--- config.mk ---
export PLATFORM = sky130hd
export DESIGN_NAME = load_hysteresis_fallback_switch
export DESIGN_NICKNAME = d
export VERILOG_FILES = /design/src/hw/rtl/lhfs_pkg.sv /design/src/hw/rtl/load_hysteresis_fallback_switch.sv
export SDC_FILE = /design/constraint.sdc
export NUM_CORES = 1
export LEC_CHECK = 0
export ABC_AREA = 1
export BUFFER_PORTS_ARGS = -buffer_cell sky130_fd_sc_hd__buf_4
export CAP_MARGIN = 20
export CORE_ASPECT_RATIO = 0.7
export CORE_UTILIZATION = 50
export CTS_BUF_LIST = sky130_fd_sc_hd__clkbuf_16
export CTS_CLUSTER_SIZE = 8
export DETAILED_ROUTE_END_ITERATION = 8
export HOLD_SLACK_MARGIN = 0.1
export PLACE_DENSITY_LB_ADDON = 0.25
export SLEW_MARGIN = 20
export SYNTH_ARGS = -nofsm -noshare
export SYNTH_HDL_FRONTEND = slang
export SYNTH_SLANG_ARGS = --single-unit
export TNS_END_PERCENT = 1
--- constraint.sdc ---
create_clock -name clk -period 5.6 [get_ports clk]
set_input_delay 0.84 -clock clk [delete_from_list [all_inputs] [get_ports clk]]
set_output_delay 0.84 -clock clk [all_outputs]
set_load 0.03 [all_outputs]
--- src/hw/rtl/lhfs_pkg.sv ---
// Shared types and constants for the load hysteresis fallback switch.
// Holds the input and result word structs, the operation codes and the
// register map. Has no dependencies.
`default_nettype none

package lhfs_pkg;

    localparam int unsigned LEVEL_W    = 10;
    localparam int unsigned RUN_W      = 16;
    localparam int unsigned TOTAL_W    = 32;
    localparam int unsigned CFG_DATA_W = 16;
    localparam int unsigned CFG_IDX_W  = 3;

    localparam logic [RUN_W-1:0]   RUN_MAX   = '1;
    localparam logic [TOTAL_W-1:0] TOTAL_MAX = '1;

    localparam logic [LEVEL_W-1:0] HIGH_THRESHOLD_RST = LEVEL_W'(800);
    localparam logic [RUN_W-1:0]   HIGH_RUN_LIMIT_RST = RUN_W'(3);
    localparam logic [LEVEL_W-1:0] LOW_THRESHOLD_RST  = LEVEL_W'(700);
    localparam logic [RUN_W-1:0]   LOW_RUN_LIMIT_RST  = RUN_W'(5);

    typedef enum logic {
        OP_SAMPLE  = 1'b0,
        OP_OVERRUN = 1'b1
    } op_t;

    typedef enum logic [CFG_IDX_W-1:0] {
        CFG_HIGH_THRESHOLD          = 3'd0,
        CFG_HIGH_RUN_LIMIT          = 3'd1,
        CFG_LOW_THRESHOLD           = 3'd2,
        CFG_LOW_RUN_LIMIT           = 3'd3,
        CFG_OVERRUN_FORCES_FALLBACK = 3'd4,
        CFG_MONITOR_ENABLE          = 3'd5,
        CFG_BLOCK_RUNNING           = 3'd6
    } cfg_index_t;

    typedef struct packed {
        logic               operation;
        logic [LEVEL_W-1:0] load_level;
        logic               sample_valid;
    } in_word_t;

    typedef struct packed {
        logic               mode_now;
        logic               entered_fallback;
        logic               left_fallback;
        logic [TOTAL_W-1:0] overrun_total;
        logic [TOTAL_W-1:0] entry_total;
        logic [TOTAL_W-1:0] recovery_total;
    } out_word_t;

    function automatic logic [RUN_W-1:0] sat_run_inc(input logic [RUN_W-1:0] v);
        return (v == RUN_MAX) ? RUN_MAX : v + RUN_W'(1);
    endfunction

    function automatic logic [TOTAL_W-1:0] sat_total_inc(input logic [TOTAL_W-1:0] v);
        return (v == TOTAL_MAX) ? TOTAL_MAX : v + TOTAL_W'(1);
    endfunction

endpackage

`default_nettype wire

--- src/hw/rtl/load_hysteresis_fallback_switch.sv ---
// Load hysteresis fallback switch, top level: input register, mode logic,
// result register and the configuration registers. Depends on lhfs_pkg.
// The result word passes from the input register into the result register
// before it is shown. Throughput: one word per cycle; in_stall only rises
// when both stages hold a word and out_stall is high. rst_n clears both
// stages, the run counters and totals, and loads the register defaults.
`default_nettype none

module load_hysteresis_fallback_switch
    import lhfs_pkg::*;
(
    input  wire logic                  clk,
    input  wire logic                  rst_n,
    // input channel
    input  wire logic                  in_valid,
    output      logic                  in_stall,
    input  wire in_word_t              in_data,
    // result channel
    output      logic                  out_valid,
    input  wire logic                  out_stall,
    output      out_word_t             out_data,
    // configuration write port
    input  wire logic                  cfg_we,
    input  wire logic [CFG_IDX_W-1:0]  cfg_index,
    input  wire logic [CFG_DATA_W-1:0] cfg_data
);

    // ---------------------------------------------------------------------
    // Configuration registers
    // ---------------------------------------------------------------------
    logic [LEVEL_W-1:0] high_threshold_reg;
    logic [RUN_W-1:0]   high_run_limit_reg;
    logic [LEVEL_W-1:0] low_threshold_reg;
    logic [RUN_W-1:0]   low_run_limit_reg;
    logic               overrun_forces_fallback_reg;
    logic               monitor_enable_reg;
    logic               block_running_reg;

    always_ff @(posedge clk or negedge rst_n)
    begin
        if (!rst_n)
        begin
            high_threshold_reg          <= HIGH_THRESHOLD_RST;
            high_run_limit_reg          <= HIGH_RUN_LIMIT_RST;
            low_threshold_reg           <= LOW_THRESHOLD_RST;
            low_run_limit_reg           <= LOW_RUN_LIMIT_RST;
            overrun_forces_fallback_reg <= 1'b1;
            monitor_enable_reg          <= 1'b1;
            block_running_reg           <= 1'b1;
        end
        else if (cfg_we)
        begin
            // indexes beyond the map are dropped
            unique case (cfg_index)
                CFG_HIGH_THRESHOLD:          high_threshold_reg <= cfg_data[LEVEL_W-1:0];
                CFG_HIGH_RUN_LIMIT:          high_run_limit_reg <= cfg_data[RUN_W-1:0];
                CFG_LOW_THRESHOLD:           low_threshold_reg  <= cfg_data[LEVEL_W-1:0];
                CFG_LOW_RUN_LIMIT:           low_run_limit_reg  <= cfg_data[RUN_W-1:0];
                CFG_OVERRUN_FORCES_FALLBACK: overrun_forces_fallback_reg <= cfg_data[0];
                CFG_MONITOR_ENABLE:          monitor_enable_reg <= cfg_data[0];
                CFG_BLOCK_RUNNING:           block_running_reg  <= cfg_data[0];
                default: ;
            endcase
        end
    end

    // ---------------------------------------------------------------------
    // Pipeline handshake
    // ---------------------------------------------------------------------
    // Stage 1 holds the accepted word; stage 2 holds the result. The result
    // stage frees up whenever it is empty or being taken, so a new word can
    // enter every cycle while the downstream side keeps up.
    logic     in_valid_reg;
    in_word_t in_word_reg;
    logic     out_valid_reg;
    out_word_t out_word_reg;

    logic out_free;
    logic advance;   // word moves from stage 1 into the result stage
    logic in_take;

    assign out_free = !out_valid_reg || !out_stall;
    assign advance  = in_valid_reg && out_free;
    assign in_stall = in_valid_reg && !out_free;
    assign in_take  = in_valid && !in_stall;

    always_ff @(posedge clk or negedge rst_n)
    begin
        if (!rst_n)
        begin
            in_valid_reg <= 1'b0;
        end
        else if (!in_stall)
        begin
            in_valid_reg <= in_valid;
        end
    end

    always_ff @(posedge clk)
    begin
        if (in_take)
        begin
            in_word_reg <= in_data;
        end
    end

    // ---------------------------------------------------------------------
    // Mode state and its next value
    // ---------------------------------------------------------------------
    logic               fallback_mode_reg,  fallback_mode_next;
    logic [RUN_W-1:0]   high_run_reg,       high_run_next;
    logic [RUN_W-1:0]   low_run_reg,        low_run_next;
    logic [TOTAL_W-1:0] overrun_count_reg,  overrun_count_next;
    logic [TOTAL_W-1:0] entry_count_reg,    entry_count_next;
    logic [TOTAL_W-1:0] recovery_count_reg, recovery_count_next;
    logic               entered_next;
    logic               left_next;
    logic [RUN_W-1:0]   high_run_inc;
    logic [RUN_W-1:0]   low_run_inc;

    assign high_run_inc = sat_run_inc(high_run_reg);
    assign low_run_inc  = sat_run_inc(low_run_reg);

    always_comb
    begin
        fallback_mode_next  = fallback_mode_reg;
        high_run_next       = high_run_reg;
        low_run_next        = low_run_reg;
        overrun_count_next  = overrun_count_reg;
        entry_count_next    = entry_count_reg;
        recovery_count_next = recovery_count_reg;
        entered_next        = 1'b0;
        left_next           = 1'b0;

        if (in_word_reg.operation == OP_OVERRUN)
        begin
            // always counted; forces fallback only from normal and when allowed
            overrun_count_next = sat_total_inc(overrun_count_reg);
            if (block_running_reg && overrun_forces_fallback_reg && !fallback_mode_reg)
            begin
                fallback_mode_next = 1'b1;
                entry_count_next   = sat_total_inc(entry_count_reg);
                entered_next       = 1'b1;
            end
        end
        else if (monitor_enable_reg && in_word_reg.sample_valid)
        begin
            if (!fallback_mode_reg)
            begin
                if (in_word_reg.load_level >= high_threshold_reg)
                begin
                    high_run_next = high_run_inc;
                    low_run_next  = '0;
                    if (high_run_inc >= high_run_limit_reg)
                    begin
                        fallback_mode_next = 1'b1;
                        entry_count_next   = sat_total_inc(entry_count_reg);
                        entered_next       = 1'b1;
                    end
                end
                else
                begin
                    high_run_next = '0;   // low run left as it stands
                end
            end
            else
            begin
                if (in_word_reg.load_level <= low_threshold_reg)
                begin
                    low_run_next  = low_run_inc;
                    high_run_next = '0;
                    if (low_run_inc >= low_run_limit_reg)
                    begin
                        fallback_mode_next  = 1'b0;
                        recovery_count_next = sat_total_inc(recovery_count_reg);
                        left_next           = 1'b1;
                    end
                end
                else
                begin
                    low_run_next = '0;    // high run left as it stands
                end
            end
        end
    end

    // run counters are never cleared on a mode change: leftovers carry over
    always_ff @(posedge clk or negedge rst_n)
    begin
        if (!rst_n)
        begin
            fallback_mode_reg  <= 1'b0;
            high_run_reg       <= '0;
            low_run_reg        <= '0;
            overrun_count_reg  <= '0;
            entry_count_reg    <= '0;
            recovery_count_reg <= '0;
        end
        else if (advance)
        begin
            fallback_mode_reg  <= fallback_mode_next;
            high_run_reg       <= high_run_next;
            low_run_reg        <= low_run_next;
            overrun_count_reg  <= overrun_count_next;
            entry_count_reg    <= entry_count_next;
            recovery_count_reg <= recovery_count_next;
        end
    end

    // ---------------------------------------------------------------------
    // Result register
    // ---------------------------------------------------------------------
    always_ff @(posedge clk or negedge rst_n)
    begin
        if (!rst_n)
        begin
            out_valid_reg <= 1'b0;
        end
        else if (out_free)
        begin
            out_valid_reg <= in_valid_reg;
        end
    end

    always_ff @(posedge clk)
    begin
        if (advance)
        begin
            out_word_reg.mode_now         <= fallback_mode_next;
            out_word_reg.entered_fallback <= entered_next;
            out_word_reg.left_fallback    <= left_next;
            out_word_reg.overrun_total    <= overrun_count_next;
            out_word_reg.entry_total      <= entry_count_next;
            out_word_reg.recovery_total   <= recovery_count_next;
        end
    end

    assign out_valid = out_valid_reg;
    assign out_data  = out_word_reg;

    // ---------------------------------------------------------------------
    // Assertions
    // ---------------------------------------------------------------------
    // a word cannot both enter and leave fallback
    assert property (@(posedge clk) disable iff (!rst_n)
        out_valid |-> !(out_data.entered_fallback && out_data.left_fallback))
        else $error("result flags both entry and recovery");

    // the reported mode agrees with the transition flags
    assert property (@(posedge clk) disable iff (!rst_n)
        (out_valid && out_data.entered_fallback) |-> out_data.mode_now)
        else $error("entry flagged but mode is normal");

    assert property (@(posedge clk) disable iff (!rst_n)
        (out_valid && out_data.left_fallback) |-> !out_data.mode_now)
        else $error("recovery flagged but mode is fallback");

    // a word handed on leaves the mode register matching its result
    assert property (@(posedge clk) disable iff (!rst_n)
        advance |=> (out_data.mode_now == fallback_mode_reg))
        else $error("result mode differs from mode state");

endmodule

`default_nettype wire
## After elaboration in Yosys (flattened, before gate mapping)

Index checks and enable logic that the tools add are counted.

- Word-level logic and storage cells: 109
- Output and inout bits: 101
- Bits in registers: 297
- Input bits: 36

- Equal/unequal tests: 12
- $lt $le $gt $ge: 4
- Bitwise gates (word level): 4
- $add $sub $neg: 5
- Reduce and logical (&&, ||, !) cells: 24
- Multiplexer cells: 36

Operators by type and width:

| cell | count |
|---|---|
| $mux W32 | 15 |
| $mux W16 | 8 |
| $add A32 B1 Y32 const B | 3 |
| $eq A32 B32 Y1 const B | 3 |
| $add A16 B1 Y16 const B | 2 |
| $eq A16 B16 Y1 const B | 2 |
| $ge A16 B16 Y1 | 2 |
| $reduce_and A2 Y1 | 7 |
| $mux W1 | 13 |
| $ge A10 B10 Y1 | 1 |
| $le A10 B10 Y1 | 1 |
| $eq A3 B3 Y1 const B | 3 |
| $reduce_and A4 Y1 | 2 |
| $eq A3 B2 Y1 const B | 2 |
| $logic_and A1 B1 Y1 | 6 |
| $logic_not A1 Y1 | 5 |
| $not A1 Y1 | 4 |
| $reduce_or A4 Y1 | 1 |
| $eq A3 B1 Y1 const B | 1 |
| $logic_not A3 Y1 | 1 |
| $ne A2 B1 Y1 const B | 1 |
| $reduce_bool A2 Y1 | 1 |
| $logic_or A1 B1 Y1 | 1 |

## Logic depth before layout (Yosys ltp)

- Depth in word-level cells: 8
- Gate-level depth with buffers: 26
- Depth with buffers taken out: 25

## Worst setup path after synthesis

Ideal clock, no wire load.

- Path kind: reg2reg
- From: reg high_run_reg[0]
- To: reg out_word_reg, in the netlist out_data[53] (data pin)
- Setup time: 0.268 ns
- Required time: 5.332 ns
- Arrival time: 2.898 ns
- Path buffers: 1
- Slack: 2.433 ns
- Stages on the path, launching flop included: 23
- Period minus slack after synthesis: 3.167 ns
- Cell sequence: dfrtp_1 > ha_1 > nand3_1 > nor3_1 > nand3_1 > nor2_1 > a31oi_1 > nor3_1 > inv_1 > ha_1 > nand2_1 > nor2_1 > and2_1 > nand2_1 > inv_1 > nand2_1 > nand2_1 > nand3_1 > nand2_1 > buf_2 > nand2_1 > nand2_1 > nand3_1

- Cells in the longest elaborated chain, start to end: 8
- Elaborated cells on any way between the ends: 9
- Those cells by class: add/sub (1); order compare (1); eq/ne (1); mux (6)

Ends and longest elaborated chain:

| what | line | source |
|---|---|---|
| from (decl) | load_hysteresis_fallback_switch.sv:111 | `logic [RUN_W-1:0] high_run_reg, high_run_next;` |
| from (signal assigned) | load_hysteresis_fallback_switch.sv:202 | `high_run_reg <= high_run_next;` |
| $add A16 B1 Y16 or $eq A16 B16 Y1 (tied branches) | lhfs_pkg.sv:53 | `return (v == RUN_MAX) ? RUN_MAX : v + RUN_W'(1);` |
| $mux W16 * | lhfs_pkg.sv:53 |  |
| $ge A16 B16 Y1 * | load_hysteresis_fallback_switch.sv:154 | `if (high_run_inc >= high_run_limit_reg)` |
| $mux W32 * | load_hysteresis_fallback_switch.sv:154 |  |
| $mux W32 * | load_hysteresis_fallback_switch.sv:150 | `if (in_word_reg.load_level >= high_threshold_reg)` |
| $mux W32 * | load_hysteresis_fallback_switch.sv:148 | `if (!fallback_mode_reg)` |
| $mux W32 * | load_hysteresis_fallback_switch.sv:146 | `else if (monitor_enable_reg && in_word_reg.sample_valid)` |
| $mux W32 * | load_hysteresis_fallback_switch.sv:135 | `if (in_word_reg.operation == OP_OVERRUN)` |
| net entry_count_next[21] | load_hysteresis_fallback_switch.sv:114 | `logic [TOTAL_W-1:0] entry_count_reg, entry_count_next;` |
| to (decl) | load_hysteresis_fallback_switch.sv:76 | `out_word_t out_word_reg;` |

Mark *: on every way through the listed nets, which the timed path passes. The rest lies on a longest branch.
A chain may end at the register's enable or synchronous reset.

## Final worst setup path

- From: reg high_run_reg[1]
- To: reg entry_count_reg[2]

- Cells in the longest elaborated chain, start to end: 8
- Elaborated cells on any way between the ends: 9
- Those cells by class: add/sub (1); order compare (1); eq/ne (1); mux (6)

Ends and longest elaborated chain:

| what | line | source |
|---|---|---|
| $add A16 B1 Y16 or $eq A16 B16 Y1 (tied branches) | lhfs_pkg.sv:53 |  |
| $mux W16 * | lhfs_pkg.sv:53 |  |
| $ge A16 B16 Y1 * | load_hysteresis_fallback_switch.sv:154 |  |
| $mux W32 * | load_hysteresis_fallback_switch.sv:154 |  |
| $mux W32 * | load_hysteresis_fallback_switch.sv:150 |  |
| $mux W32 * | load_hysteresis_fallback_switch.sv:148 |  |
| $mux W32 * | load_hysteresis_fallback_switch.sv:146 |  |
| $mux W32 * | load_hysteresis_fallback_switch.sv:135 |  |
| net entry_count_next[2] | load_hysteresis_fallback_switch.sv:114 |  |
| to (signal assigned) | load_hysteresis_fallback_switch.sv:205 | `entry_count_reg <= entry_count_next;` |
| to (decl) | load_hysteresis_fallback_switch.sv:114 |  |

Marks and branches as above.

==> summary.txt <==
Run status
  – Run status: complete, no violations

Place
  – Placer Congestion: 0.890
  – Dpl cells: 2552
  – I/O Buffers: 136
  – Place WS: 1.28 ns
  – Placed Area: 17800 µm²
  – Dpl hpwl: 27.7 mm

Timing
  – Setup Skew: 0.0232 ns
  – Fmax: 228 MHz
  – Endpoints failing setup: 0
  – Final Hold Viols: 0
  – Slew margin rel.: 29.9%
  – Final Critical Period: 4.38 ns
  – RSZ-0062 raised after global routing: no
  – Min setup slack post-route: 1.22 ns
  – Ratio of final minimum period to clock period: 78.2%
  – Tightest Pin Transition: 1.05 ns
  – Slew Viols, Final: 0
  – Setup TNS: 0 ns

Power and ir drop
  – Lkg Pwr: 9.16 nW
  – Power Dens Cells: 365 nW/µm²
  – Peak VDD IR: 227 µV

Cells and area
  – Max reg flops: 99
  – Register Area: 8010 µm²
  – Multi-input gate area: 7060 µm²
  – Fillers: 2897
  – Share of cells above drive strength 1: 12.1%
  – Final non-filler cell total: 2630
  – Fin area: 19000 µm²
  – Area Growth Syn to Fin: 16.0%
  – Net count, final: 2264
  – # diodes: 0

Detailed routing
  – Final wirelength: 39.3 mm
  – Drt wl/cell: 14.9 µm
  – Vias per Instance: 5.24
  – DR vias: 13800
  – Number of DRC markers in iteration 0: 1067
  – DRT antenna net count: 0
  – Pre-antenna DRT Iters: 7
  – Residual DRC: 0

Setup path
  – Req. time, crit path: 6.06 ns
  – Max FO, Critical Path: 19
  – Crit path max-delay cell type: nand3_2
  – Worst setup path class: reg -> reg
  – Crit path DAT: 4.84 ns
  – Worst R2R Setup Slack: 1.22 ns
  – Nature of the critical path endpoint: flip-flop
  – WP buf/inv: 2
  – Ordered list of cells on the worst path: ha_1, nand3_1, nor3_1, nand3_1, nor2_1, a31oi_1, nor3_1, inv_1, ha_1, nand2_1, nor2_1, and2_1, nand2_1, inv_1, nand2_1, nand2_1, nand3_1, nand2_1, nand3_2, nand3_1, nand2_1, nand2_1
  – CP top delay family: simple AND/OR/NAND/NOR gates
  – Reg-to-Reg End: entry_count_reg[2]
  – R2R cell count: 22
  – Max stage delay on crit path: 0.49 ns
  – CP Launch Type: flip-flop
  – RR Startpoint: high_run_reg[1]
  – Critical Path Most Common Cell: nand2_1

GRT
  – Vias in the first global route: 12800
  – Congestion Overflow GR: 0
  – First-pass GRT wire length: 64.0 mm
  – Antenna violations before repair: 0
  – Maximum number of pins on one net before global-route repair: 229
  – Global-route total usage across every layer: 23.7%

Synth
  – Post-Synthesis Cells: 2033
  – Share of flip-flops with an asynchronous set or reset: 62.6%
  – Post-synth EDFFs: 111
  – Post-Synthesis Cell Area: 16400 µm²
  – Predominant post-synthesis flop cell: dfrtp_1
  – Count of different cell masters after synthesis: 48
  – Sequential share of the synthesized area: 48.9%
  – Synth Area per Inst: 8.06 µm²
  – Syn nets: 2126
  – Synth Register Bits: 297
  – Yosys warns: 0

Die
  – Starting density of the core: 50.7%
  – DIE AREA: 33500 µm²
  – Core Area: 32300 µm²
  – IO Count: 137
  – Chip height: 153 µm
  – Die X: 218 µm
  – Row Count: 55

Clock tree
  – Num CTS Buffers: 43
  – Clk_lat worst skew: 0.54 ns
  – Root Buffer: clkbuf_16
  – CTS clock-pin slew for the worst setup and hold paths: 0.05 ns
  – CTS H-tree lvls: 2
  – Clock Path Buffers: 3
  – Resize count post-CTS: 0
  – Post-CTS setup buffers: 0
  – Cts hold-fix bufs: 0
  – CTS Sinks: 297
  – CTS tree: built

Hold path
  – Worst Hold Class: in -> async

Flow run
  – Max cap viols: 0
==> stage by stage <==
stage / hold slack (ns) / total power [W] / utilization (%)
6_report: 0.407 / 0.00694 / 58.9
5_1_grt: 0.458 / 0.00737 / 58.9
4_1_cts: 0.458 / 0.00700 / 58.8
3_5_place_dp: 0.476 / 0.00466 / 55.0
3_3_place_gp: 0.466 / 0.00460 / 55.0
2_1_floorplan: 0.434 / 0.00410 / -
==> layout by cell type (no fill, tap or decap), types with 31 or more instances in the layout <==
cell type	synthesis	final
nand2_1	615	615
inv_1	277	308
dfrtp_1	170	170
nor2_1	158	157
o21ai_0	154	154
buf_4	5	143
nand3_1	135	135
edfxtp_1	111	111
ha_1	57	57
clkbuf_16	0	43
nor3_1	35	35
xor2_1	34	34
nand4_1	34	34
a21oi_1	31	31
==> worst max-delay path by stage <==
stage | from | endpoint | slack, ns | cells past startpoint
CTS | high_run_reg[0] | entry_count_reg[2] | 1.25 | 22
finish | high_run_reg[1] | entry_count_reg[2] | 1.22 | 22
global placement | high_run_reg[0] | entry_count_reg[2] | 1.47 | 22
detailed placement | high_run_reg[0] | entry_count_reg[2] | 1.28 | 22
global route | high_run_reg[0] | entry_count_reg[3] | 0.79 | 22
floorplan | high_run_reg[0] | out_data[53] | 2.43 | 22
==> cell type report <==
cell class / instances / area share (%)
inverter: 282 / 5.57
sequential: 297 / 42.2
timing repair buffer: 146 / 5.91
multi-input combinational: 1401 / 37.2
tap: 427 / 2.81
clock buffer: 43 / 5.66
clock inverter: 34 / 0.725
==> power breakdown <==
group          switching, W  total, W  internal [W]  leakage, nW
registers          0.000256   0.00290       0.00264         3.50
logic               0.00113   0.00173      0.000600         4.95
clock network      0.000934   0.00231       0.00137        0.709
total               0.00232   0.00694       0.00462         9.16
==> cell usage after synthesis, types with 5 or more instances <==
master	count	area [µm²]
a21oi_1	31	155
a31oi_1	9	56.3
buf_1	5	18.8
buf_2	11	55.1
buf_4	5	37.5
clkbuf_1	28	105
dfrtp_1	170	4250
dfstp_2	16	420
edfxtp_1	111	3330
ha_1	57	713
inv_1	277	1040
nand2_1	615	2310
nand3_1	135	676
nand3_2	21	210
nand3b_1	23	173
nand4_1	34	213
nor2_1	158	593
nor2_2	5	31.3
nor3_1	35	175
nor4_1	6	37.5
o211ai_1	8	60.1
o21ai_0	154	771
o21ai_1	11	55.1
o22ai_1	18	113
or2_2	8	50.1
xor2_1	34	298
==> logic make-up (layout without fill, tap and decap cells) <==
group	count (synthesis)	after routing	share of synthesized area, %
AND/OR/NAND/NOR	1063	1063	28.7
buffers and inverters	335	505	8.06
flip-flops	297	297	48.9
AO/OA/AOI/OAI	246	246	8.09
adder cells (fa/ha/maj)	57	57	4.35
XOR/XNOR	35	35	1.87
==> layer usage <==
layer	GRT usage, %	part of all wire [%]	up-vias
met3	3.74	5.2	57
met2	36.8	45	337
li1	-	-	6917
met1	34.6	48	6471
met4	5.79	1.6	0
met5	0	0	-
No activity file was read; power rests on OpenSTA's default activity.
